File: src/hw/rtl/utf8ws_pkg.sv
// utf8ws_pkg: shared types, constants and byte classification functions
// for the utf-8 word statistics counter
// no dependencies
package utf8ws_pkg;

  localparam int unsigned ResultWidth = 32;

  // utf-8 lead byte patterns
  localparam logic [7:0] Lead4Mask = 8'hF8;
  localparam logic [7:0] Lead4Code = 8'hF0;
  localparam logic [7:0] Lead3Mask = 8'hF0;
  localparam logic [7:0] Lead3Code = 8'hE0;
  localparam logic [7:0] Lead2Mask = 8'hE0;
  localparam logic [7:0] Lead2Code = 8'hC0;

  // folded base letters
  localparam logic [7:0] BaseA = 8'h61;
  localparam logic [7:0] BaseE = 8'h65;
  localparam logic [7:0] BaseI = 8'h69;
  localparam logic [7:0] BaseO = 8'h6F;
  localparam logic [7:0] BaseU = 8'h75;
  localparam logic [7:0] BaseC = 8'h63;

  typedef struct packed {
    logic vowel;
    logic consonant;
    logic word_char;
    logic mark;
    logic separator;
  } char_class_t;

  function automatic logic is_letter(input logic [7:0] c);
    return (c inside {[8'h41:8'h5A], [8'h61:8'h7A]});
  endfunction

  function automatic logic is_vowel_letter(input logic [7:0] c);
    logic [7:0] l;
    l = c | 8'h20;
    return is_letter(c) && (l inside {BaseA, BaseE, BaseI, BaseO, BaseU});
  endfunction

  function automatic logic is_mark(input logic [7:0] c);
    return (c inside {8'h27, 8'h98, 8'h99});
  endfunction

  function automatic logic is_delimiter(input logic [7:0] c);
    return (c inside {8'h20, 8'h09, 8'h0A, 8'h0D, 8'h2D, 8'h22, 8'h9D, 8'h5B,
                      8'h5D, 8'h28, 8'h29, 8'h2E, 8'h2C, 8'h3A, 8'h3B, 8'h3F,
                      8'h21, 8'h93, 8'hA6, 8'hAB, 8'hBB});
  endfunction

  function automatic logic is_digit_underscore(input logic [7:0] c);
    return (c inside {[8'h30:8'h39], 8'h5F});
  endfunction

  // accented portuguese letters (second byte of a 2-byte sequence)
  function automatic logic [7:0] fold_accent(input logic [7:0] c);
    logic [7:0] r;
    r = c;
    if (c inside {[8'hA0:8'hA3], [8'h80:8'h83]}) r = BaseA;
    else if (c inside {[8'hA8:8'hAA], [8'h88:8'h8A]}) r = BaseE;
    else if (c inside {[8'hAC:8'hAD], [8'h8C:8'h8D]}) r = BaseI;
    else if (c inside {[8'hB2:8'hB5], [8'h92:8'h95]}) r = BaseO;
    else if (c inside {[8'hB9:8'hBA], [8'h99:8'h9A]}) r = BaseU;
    else if (c inside {8'hA7, 8'h87}) r = BaseC;
    return r;
  endfunction

endpackage

File: src/hw/rtl/utf8ws_classify.sv
// utf8ws_classify: folds an accented final byte and sorts it into classes
// depends on utf8ws_pkg
module utf8ws_classify (
  input  logic [7:0]               char_byte,
  input  logic                     fold_en,
  output utf8ws_pkg::char_class_t  cls
);
  import utf8ws_pkg::*;

  logic [7:0] c;
  logic       v;
  logic       k;

  assign c = fold_en ? fold_accent(char_byte) : char_byte;
  assign v = is_vowel_letter(c);
  assign k = is_letter(c) && !v;

  assign cls.vowel     = v;
  assign cls.consonant = k;
  assign cls.word_char = v || k || is_digit_underscore(c);
  assign cls.mark      = is_mark(c);
  assign cls.separator = is_delimiter(c);

endmodule

File: src/hw/rtl/utf8ws_sat_counter.sv
// utf8ws_sat_counter: saturating event counter with synchronous clear
// no package dependencies
module utf8ws_sat_counter #(
  parameter int COUNT_WIDTH = 32
) (
  input  logic                   clk,
  input  logic                   rst,
  input  logic                   inc,
  input  logic                   clr,
  output logic [COUNT_WIDTH-1:0] value_inc
);
  logic [COUNT_WIDTH-1:0] count;

  // value including this cycle's event, held at all ones
  assign value_inc = (inc && !(&count)) ? count + COUNT_WIDTH'(1) : count;

  always_ff @(posedge clk) begin
    if (rst || clr) begin
      count <= '0;
    end else begin
      count <= value_inc;
    end
  end

endmodule

File: src/hw/rtl/utf8_word_stats_counter.sv
// channel | dir | handshake                       | payload
// s_axis  | in  | s_axis_tvalid / s_axis_tready   | tdata[7:0] data_byte, tlast end_of_text
// m_axis  | out | m_axis_tvalid / m_axis_tready   | tdata[95:0] three totals
//
// one byte per cycle sustained while the input is not stalled: a byte goes into the input
// register, is classified and applied to the word state when it leaves that register
// a result is registered in the output register when its end_of_text byte leaves the input register
// rst is synchronous, active high, and clears the valid flags, the word state and the counters
// a held result only stalls the input when an end_of_text byte is waiting
// depends on utf8ws_pkg, utf8ws_classify, utf8ws_sat_counter
module utf8_word_stats_counter #(
  parameter int COUNT_WIDTH = 32
) (
  input  logic        clk,
  input  logic        rst,
  input  logic        s_axis_tvalid,
  output logic        s_axis_tready,
  input  logic [7:0]  s_axis_tdata,   // [7:0] data_byte
  input  logic        s_axis_tlast,   // end_of_text
  output logic        m_axis_tvalid,
  input  logic        m_axis_tready,
  output logic [95:0] m_axis_tdata    // [31:0] word_total, [63:32] vowel_start_total,
                                      // [95:64] consonant_end_total
);
  import utf8ws_pkg::*;

  // input register
  logic       in_valid;
  logic [7:0] in_byte;
  logic       in_last;

  // word and sequence state
  logic [1:0] continuation_left, continuation_left_next;
  logic       two_byte_sequence, two_byte_sequence_next;
  logic       inside_word, inside_word_next;
  logic       last_was_consonant, last_was_consonant_next;

  logic        classify_en;
  logic        fold_en;
  char_class_t cls;

  logic inc_word, inc_vowel, inc_cons;
  logic advance;
  logic out_free;

  logic [COUNT_WIDTH-1:0] word_cnt, vowel_cnt, cons_cnt;
  logic [ResultWidth-1:0] word_res, vowel_res, cons_res;

  // output register
  logic                   out_valid;
  logic [ResultWidth-1:0] out_word, out_vowel, out_cons;

  // a result slot is only needed for an end_of_text byte
  assign out_free      = !out_valid || m_axis_tready;
  assign advance       = in_valid && (!in_last || out_free);
  assign s_axis_tready = !in_valid || advance;

  always_ff @(posedge clk) begin
    if (rst) begin
      in_valid <= 1'b0;
    end else if (s_axis_tready) begin
      in_valid <= s_axis_tvalid;
    end
  end

  always_ff @(posedge clk) begin
    if (s_axis_tready && s_axis_tvalid) begin
      in_byte <= s_axis_tdata;
      in_last <= s_axis_tlast;
    end
  end

  // sequence tracking: only the final byte of a sequence is classified
  always_comb begin
    continuation_left_next = continuation_left;
    two_byte_sequence_next = two_byte_sequence;
    classify_en            = 1'b0;
    fold_en                = 1'b0;
    if (continuation_left != 2'd0) begin
      continuation_left_next = continuation_left - 2'd1;
      if (continuation_left == 2'd1) begin
        classify_en            = 1'b1;
        fold_en                = two_byte_sequence;
        two_byte_sequence_next = 1'b0;
      end
    end else if ((in_byte & Lead4Mask) == Lead4Code) begin
      continuation_left_next = 2'd3;
      two_byte_sequence_next = 1'b0;
    end else if ((in_byte & Lead3Mask) == Lead3Code) begin
      continuation_left_next = 2'd2;
      two_byte_sequence_next = 1'b0;
    end else if ((in_byte & Lead2Mask) == Lead2Code) begin
      continuation_left_next = 2'd1;
      two_byte_sequence_next = 1'b1;
    end else begin
      classify_en = 1'b1;
    end
  end

  utf8ws_classify u_classify (
    .char_byte (in_byte),
    .fold_en   (fold_en),
    .cls       (cls)
  );

  // word state machine
  always_comb begin
    inside_word_next        = inside_word;
    last_was_consonant_next = last_was_consonant;
    inc_word                = 1'b0;
    inc_vowel               = 1'b0;
    inc_cons                = 1'b0;
    if (classify_en) begin
      if (inside_word) begin
        inc_cons                = cls.separator && last_was_consonant;
        inside_word_next        = cls.word_char || cls.mark;
        last_was_consonant_next = cls.consonant;
      end else begin
        if (cls.word_char) begin
          inc_vowel        = cls.vowel;
          inc_word         = 1'b1;
          inside_word_next = 1'b1;
          if (cls.consonant) begin
            last_was_consonant_next = 1'b1;
          end
        end
        if (cls.separator || cls.mark) begin
          inc_cons                = last_was_consonant;
          last_was_consonant_next = 1'b0;
          inside_word_next        = 1'b0;
        end
      end
    end
    // an open word ending in a consonant closes at end of text; a
    // classify increment always clears the flag, so at most one event
    if (in_last && last_was_consonant_next) begin
      inc_cons = 1'b1;
    end
  end

  always_ff @(posedge clk) begin
    if (rst) begin
      continuation_left  <= 2'd0;
      two_byte_sequence  <= 1'b0;
      inside_word        <= 1'b0;
      last_was_consonant <= 1'b0;
    end else if (advance) begin
      if (in_last) begin
        continuation_left  <= 2'd0;
        two_byte_sequence  <= 1'b0;
        inside_word        <= 1'b0;
        last_was_consonant <= 1'b0;
      end else begin
        continuation_left  <= continuation_left_next;
        two_byte_sequence  <= two_byte_sequence_next;
        inside_word        <= inside_word_next;
        last_was_consonant <= last_was_consonant_next;
      end
    end
  end

  utf8ws_sat_counter #(.COUNT_WIDTH(COUNT_WIDTH)) u_word_cnt (
    .clk       (clk),
    .rst       (rst),
    .inc       (advance && inc_word),
    .clr       (advance && in_last),
    .value_inc (word_cnt)
  );

  utf8ws_sat_counter #(.COUNT_WIDTH(COUNT_WIDTH)) u_vowel_cnt (
    .clk       (clk),
    .rst       (rst),
    .inc       (advance && inc_vowel),
    .clr       (advance && in_last),
    .value_inc (vowel_cnt)
  );

  utf8ws_sat_counter #(.COUNT_WIDTH(COUNT_WIDTH)) u_cons_cnt (
    .clk       (clk),
    .rst       (rst),
    .inc       (advance && inc_cons),
    .clr       (advance && in_last),
    .value_inc (cons_cnt)
  );

  // totals are reported on 32 bits, clamped when the counters are wider
  generate
    if (COUNT_WIDTH > ResultWidth) begin : g_clamp
      assign word_res  = (|word_cnt[COUNT_WIDTH-1:ResultWidth]) ? '1
                                                                 : word_cnt[ResultWidth-1:0];
      assign vowel_res = (|vowel_cnt[COUNT_WIDTH-1:ResultWidth]) ? '1
                                                                  : vowel_cnt[ResultWidth-1:0];
      assign cons_res  = (|cons_cnt[COUNT_WIDTH-1:ResultWidth]) ? '1
                                                                 : cons_cnt[ResultWidth-1:0];
    end else begin : g_extend
      assign word_res  = ResultWidth'(word_cnt);
      assign vowel_res = ResultWidth'(vowel_cnt);
      assign cons_res  = ResultWidth'(cons_cnt);
    end
  endgenerate

  always_ff @(posedge clk) begin
    if (rst) begin
      out_valid <= 1'b0;
    end else if (advance && in_last) begin
      out_valid <= 1'b1;
    end else if (m_axis_tready) begin
      out_valid <= 1'b0;
    end
  end

  always_ff @(posedge clk) begin
    if (advance && in_last) begin
      out_word  <= word_res;
      out_vowel <= vowel_res;
      out_cons  <= cons_res;
    end
  end

  assign m_axis_tvalid = out_valid;
  assign m_axis_tdata  = {out_cons, out_vowel, out_word};

endmodule

File: config.mk
export PLATFORM = sky130hd
export DESIGN_NAME = utf8_word_stats_counter
export DESIGN_NICKNAME = d
export VERILOG_FILES = /design/src/hw/rtl/utf8ws_pkg.sv /design/src/hw/rtl/utf8ws_classify.sv /design/src/hw/rtl/utf8ws_sat_counter.sv /design/src/hw/rtl/utf8_word_stats_counter.sv
export SDC_FILE = /design/constraint.sdc
export NUM_CORES = 1
export LEC_CHECK = 0
export BUFFER_PORTS_ARGS = -buffer_cell sky130_fd_sc_hd__buf_2
export CORE_UTILIZATION = 40
export CTS_CLUSTER_SIZE = 25
export DETAILED_ROUTE_END_ITERATION = 10
export SYNTH_ARGS = -nofsm -noshare
export SYNTH_HDL_FRONTEND = slang
export SYNTH_SLANG_ARGS = --single-unit
export TNS_END_PERCENT = 100
File: constraint.sdc
create_clock -name clk -period 5.8 [get_ports clk]
set_input_delay 1.16 -clock clk [delete_from_list [all_inputs] [get_ports clk]]
set_output_delay 1.16 -clock clk [all_outputs]
set_load 0.01 [all_outputs]
==> results of run 1 <==
[power by group through the flow]
| stage | clock, W | sequential (W) | combinational (W) |
|---|---|---|---|
| global placement | 0 | 0.00160 | 0.000108 |
| detailed placement | 0 | 0.00160 | 0.000107 |
| CTS | 0.00156 | 0.00157 | 0.000107 |
| floorplan | 0 | 0.00159 | 0.0000810 |
| global route | 0.00162 | 0.00157 | 0.000118 |
| finish | 0.00152 | 0.00157 | 0.000106 |
[kinds of logic (layout without fill, tap and decap cells)]
| kind of cell | Yosys count | after routing | synth area share [%] |
|---|---|---|---|
| flops | 208 | 208 | 56.2 |
| fa+ha+maj | 3 | 3 | 0.405 |
| mux | 27 | 27 | 2.95 |
| xor+xnor | 95 | 95 | 8.97 |
| simple gates | 376 | 376 | 22.8 |
| buf+inv | 59 | 177 | 2.79 |
| compound gates | 74 | 74 | 5.83 |
[worst paths after layout]
path / startpoint / endpoint / depth (start not counted)
max: in_byte[3]$_DFFE_PP_ / out_cons[1]$_DFFE_PP_ / 10
min: u_cons_cnt.count[17]$_SDFF_PP0_ / u_cons_cnt.count[17]$_SDFF_PP0_ / 2
max reg2reg: in_byte[3]$_DFFE_PP_ / out_cons[1]$_DFFE_PP_ / 10
min reg2reg: u_cons_cnt.count[17]$_SDFF_PP0_ / u_cons_cnt.count[17]$_SDFF_PP0_ / 2
[layout by cell type (no fill, tap or decap), types with 5 or more instances in the layout]
cell type,n
or2_2,26
nor3b_1,5
xnor2_1,80
clkbuf_1,6
xor2_1,15
nand3_1,44
nor2_1,26
and3_1,39
and4_1,9
nor3_1,9
buf_2,110
dfxtp_1,103
nand4_1,29
edfxtp_1,105
a21oi_1,24
and2_1,78
nor4_1,10
nand2_1,75
inv_1,19
mux2i_1,24
clkbuf_16,25
[worst max-delay path, stage by stage (launching register included)]
cell and delay, ps:
edfxtp_1 700, nand2_1 300, nor4_1 590, or3_1 350
mux2i_1 140, a211oi_1 470, o32ai_1 170, and2_1 190
a31oi_2 390, nand2_1 510, mux2_2 440
[layer usage]
metal  vias up  global-route usage [%]  part of all wire [%]
met1      3041                    22.2                    49
met3        29                    2.61                   4.7
met5         -                       0                     0
met4         0                    4.57                   1.7
li1       3199                       -                     -
met2       179                    26.1                    45
[cells in the mapped netlist, types with 3 or more instances]
cell	count	area (sq um)
a21o_1	3	22.5
mux2_2	3	33.8
or2_2	26	163
nor3_1	9	45.0
mux2i_1	24	240
buf_2	12	60.1
nand4_1	29	181
nand3_1	44	220
o21ai_0	3	15.0
nor3b_1	5	37.5
nor2b_1	4	25.0
o211ai_1	3	22.5
and3_1	39	244
buf_6	3	33.8
xnor2_1	80	701
ha_1	3	37.5
nand2_1	75	282
dfxtp_1	103	2060
a211oi_1	3	22.5
a31o_2	3	26.3
clkbuf_1	24	90.1
and2_1	78	488
nor2_1	27	101
a21oi_1	24	120
nand2b_1	4	25.0
and4_1	9	78.8
xor2_1	15	131
or3_1	3	18.8
inv_1	20	75.1
a31oi_1	4	25.0
nor4_1	10	62.6
edfxtp_1	105	3150
[per-stage QoR]
step / worst slack, ps / power (W)
global route: 820 / 0.00331
global placement: 1200 / 0.00170
floorplan: 1180 / 0.00167
CTS: 1270 / 0.00324
finish: 1290 / 0.00319
detailed placement: 1260 / 0.00170
[state kept, by name (all words and copies together), names as in the netlist]
name and flops:
out_vowel 32, out_word 32, u_word_cnt.count 32, u_cons_cnt.count 32, in_last 1, continuation_left 2, in_byte 8, out_cons 32
in_valid 1, inside_word 1, u_vowel_cnt.count 32, two_byte_sequence 1, m_axis_tvalid 1, last_was_consonant 1
[final cells by class]
type / instances / share of cell area (%)
well taps: 285 / 3.29
flip-flops and latches: 208 / 48.1
inverters: 20 / 0.715
multi-input cells: 575 / 35.1
repair buffers: 113 / 5.40
clock buffers: 32 / 6.10
clock inverters: 12 / 1.30
==> metrics.cfg, run 1 <==
[setup_path]
start_kind=flip-flop
cp.required_ps=6050
setup.worst_path.class=reg2reg
r2r_setup_slack_ps=1290
crit_path_end_kind=flip-flop
critPathArrivalTime_ps=4750
cp_max_fo=19

[floorplan]
fp.dieH_um=154
fp.dieArea_sq_um=23800
floorplan.core_area_sq_um=22700
rows=55
initial_core_util_pct=40.8
dieWidth_um=154
pin_count=111

[sta]
hold_viol_final=0
fin_skew_ps=9.48
setup_tns_ps=0
period_minus_slack_ps=4510
holdWs_ps=498
setup_viol=0
fin_crit_sh_pct=77.7
worst_pin_slew_ps=1130
rsz0062_at_grt=no
slew_headroom_pct=24.4
finalMaxSlewViolations=0
fmax_ghz=0.222

[drt]
wl_um=19000
initialDrtViolationCount=343
vias_per_cell=5.18
first_pass_iters=5
drt-wirelength-per-cell_um=15.2
final_antenna_net_count=0
vias=6448
drc=0

[pwr]
clockPowerShare_pct=47.6
switching_share_pct=20.9
power.net_switching_w=0.000667
seqPwrFrac_pct=49.1
p_int_w=0.00252
p_leak_nw=4.55
pwr-share-comb_pct=3.3
peakVddDrop_uv=222
powerDensity_nw_per_um2=294

[grt]
grt_max_degree=85
grt_pass1_vias=6227
grt.overflow.total=0
antenna_found_initial=0
grt_pass1_wl_um=31500
grtUsageTotal_pct=16.1

[final_layout]
fin_area_sq_um=10800
area_growth_pct=16.9
layout.cells.non_filler=1245
fin_util_pct=47.8
multiInputGateArea_sq_um=3810
final_nets=958
nFillCells=2120
drive_gt1_share_pct=19.7
num_antenna_cells=0
seq_area_sq_um=5220

[logic_synthesis]
syn_area_per_cell_sq_um=11.0
synth-main-ff-cell=edfxtp_1
synthDistinctLibCells=66
syn_area_sq_um=9270
ys_async_sr_fraction_pct=0
synth_edf_count=105
ys_warn_count=0
syn_nets=858
ys_seq_area_share_pct=56.2
syn_inst=842
ys_ff_latch=208

[clock_tree]
hold_buffers=0
root_buffer=clkbuf_16
cts_buffers=24
cts.sinks=208
cts.path.max_buffers=3
insertion_delay_ps=500
cts_tree=built
cts-resized-gates=0
cts_setup_buffers=0
cts.clk_slew.worst_paths_ps=60
htreeDepth=1

[placed_design]
globalplace.congestion=0.883
place_inst=1201
dpl_cell_area_sq_um=10000
hpwl_um=12200
port_buffers=110

[min_path]
hp-class=reg2reg

[flow_run]
max_cap_violations=0

[run_status]
run_status=finished clean

Power figures use the tool's default switching activity.
==> run 2, diff against run 1 <==
==> constraint.sdc (replaced) <==
create_clock -name clk -period 3.7 [get_ports clk]
set_input_delay 0.74 -clock clk [delete_from_list [all_inputs] [get_ports clk]]
set_output_delay 0.74 -clock clk [all_outputs]
set_load 0.01 [all_outputs]
==> run 2 against run 1 <==
Worst setup slack got worse by 1300 ps. Sequential cell count did not move. Routed wire length rose by 3.9%. Total power rose by 49%. Register-to-register slack got worse by 1300 ps. First-iteration DRC count fell by 9.0%. Clock skew rose by 2.9 ps. Sequential power rose by 55%.
==> metrics.cfg, run 2 (synthesized netlist as in run 1, its figures left out) <==
[run_status]
run_status=finished clean

[placed_design]
port_buffers=110
globalplace.congestion=0.822
preCtsSetupSlack_ps=-102
place_inst=1265
dpl_cell_area_sq_um=10600
hpwl_um=13000

[grt]
grtUsageTotal_pct=16.3
grt.overflow.total=0
grt_pass1_vias=6343
grt_pass1_wl_um=31800
antenna_found_initial=0
grt_max_degree=97

[sta]
fmax_ghz=0.273
finalMaxSlewViolations=0
setup_viol=0
fin_skew_ps=12.4
slew_headroom_pct=36.1
period_minus_slack_ps=3660
hold_viol_final=0
worst_pin_slew_ps=959
fin_crit_sh_pct=99.0
setup_slack_ps=38.6

[drt]
wl_um=19700
vias_per_cell=5.08
drt-wirelength-per-cell_um=14.9
vias=6700
first_pass_iters=5
initialDrtViolationCount=312
drc=0
final_antenna_net_count=0

[setup_path]
crit_path_end_kind=flip-flop
cp_max_fo=7
start_kind=flip-flop
r2r_setup_slack_ps=40
rr_worst_depth=14
cp.required_ps=3960
worst_path_most_repeated_cell=buf_4
critPathArrivalTime_ps=3920
critPathSlowestCell=edfxtp_1
setup.worst_path.class=reg2reg
worst_path_largest_cell_delay_ps=470
r2r_start=in_byte[3]$_DFFE_PP_
cp_cell_sequence=buf_4, buf_4, nand2_1, nor4_1, buf_4, or3_4, buf_6, or3_1, a21o_1, and4_4, a211o_4, and2_4, or4_4, xnor2_1
r2r-end=out_cons[31]$_DFFE_PP_

[clock_tree]
cts_tree=built
insertion_delay_ps=510
hold_buffers=0
htreeDepth=1
cts_buffers=23
root_buffer=clkbuf_16
cts.sinks=208
cts.clk_slew.worst_paths_ps=60
cts.path.max_buffers=3

[final_layout]
nFillCells=2063
num_antenna_cells=0
layout.cells.non_filler=1320
layout_common_cells=buf_2, edfxtp_1, dfxtp_1
layout_commonest_cell=buf_2
final_nets=1034
area_growth_pct=23.8
fin_area_sq_um=11500
drive_gt1_share_pct=27.5
fin_util_pct=50.6

[pwr]
p_leak_nw=4.88
powerDensity_nw_per_um2=414
peakVddDrop_uv=285

[floorplan]
pin_count=111
floorplan.core_area_sq_um=22700
fp.dieArea_sq_um=23800
fp.dieH_um=154
initial_core_util_pct=40.8
dieWidth_um=154
rows=55

[min_path]
holdPathEnd=in_last$_DFFE_PP_
min_from=s_axis_tlast
min_path_cells=1
hp-class=in2reg

[flow_run]
max_cap_violations=0

==> run 2: area by class of cell <==
| cell class | instances | area [sq um] | area share, % |
|---|---|---|---|
| Timing Repair Buffer | 190 | 1210 | 10.5 |
| Clock inverter | 9 | 66.3 | 0.578 |
| Sequential cell | 208 | 5220 | 45.4 |
| Inverter | 20 | 78.8 | 0.687 |
| Multi-Input combinational cell | 575 | 3930 | 34.2 |
| Clock buffer | 33 | 623 | 5.43 |
| Tap cell | 285 | 357 | 3.11 |
==> run 2: report_power, final <==
part	switching (W)	leakage, nW	total, W	internal [W]
clock network	0.000906	0.339	0.00209	0.00118
logic	0.000133	2.58	0.000225	0.0000915
registers	0.0000140	1.97	0.00244	0.00243
==> run 2: worst max-delay path by stage <==
stage	slack [ps]	from	cells after the start	end
6_report	40	in_byte[3]$_DFFE_PP_	14	out_cons[31]$_DFFE_PP_
5_1_grt	-50	in_byte[3]$_DFFE_PP_	13	out_cons[31]$_DFFE_PP_
3_3_place_gp	-150	in_byte[4]$_DFFE_PP_	12	out_cons[27]$_DFFE_PP_
3_5_place_dp	-100	in_byte[4]$_DFFE_PP_	12	out_cons[31]$_DFFE_PP_
2_1_floorplan	-20	m_axis_tready	11	u_cons_cnt.count[11]$_SDFF_PP0_
4_1_cts	10	in_byte[2]$_DFFE_PP_	12	out_cons[31]$_DFFE_PP_
==> run 2: stage by stage <==
step	TNS [ps]	total power, W	hold slack, ps
floorplan	-293	0.00262	467
global placement	-1650	0.00270	482
detailed placement	-392	0.00270	492
CTS	0	0.00481	380
global route	-173	0.00495	376
finish	0	0.00476	401
==> run 2: worst max-delay path, delay by kind of cell, from the launching register on <==
family                 cells  cell delay [ps]
XOR/XNOR                   1              150
AO/OA/AOI/OAI              2              540
buffers and inverters      4              610
AND/OR/NAND/NOR            7             1630
flip-flops                 1              470
==> run 2: metal layers <==
| layer | part of all wire (%) | vias up | GRT usage [%] |
|---|---|---|---|
| li1 | - | 3366 | - |
| met1 | 48 | 3143 | 22.4 |
| met2 | 45 | 158 | 26.1 |
| met3 | 5.9 | 33 | 3.45 |
| met4 | 1.7 | 0 | 4.62 |
| met5 | 0 | - | 0 |
==> run 2: timing repair <==
action,4_1_cts,5_1_grt
setup endpoints to repair,13,76
pin swaps,0,7
gates resized for setup,2,23
setup buffers,0,13
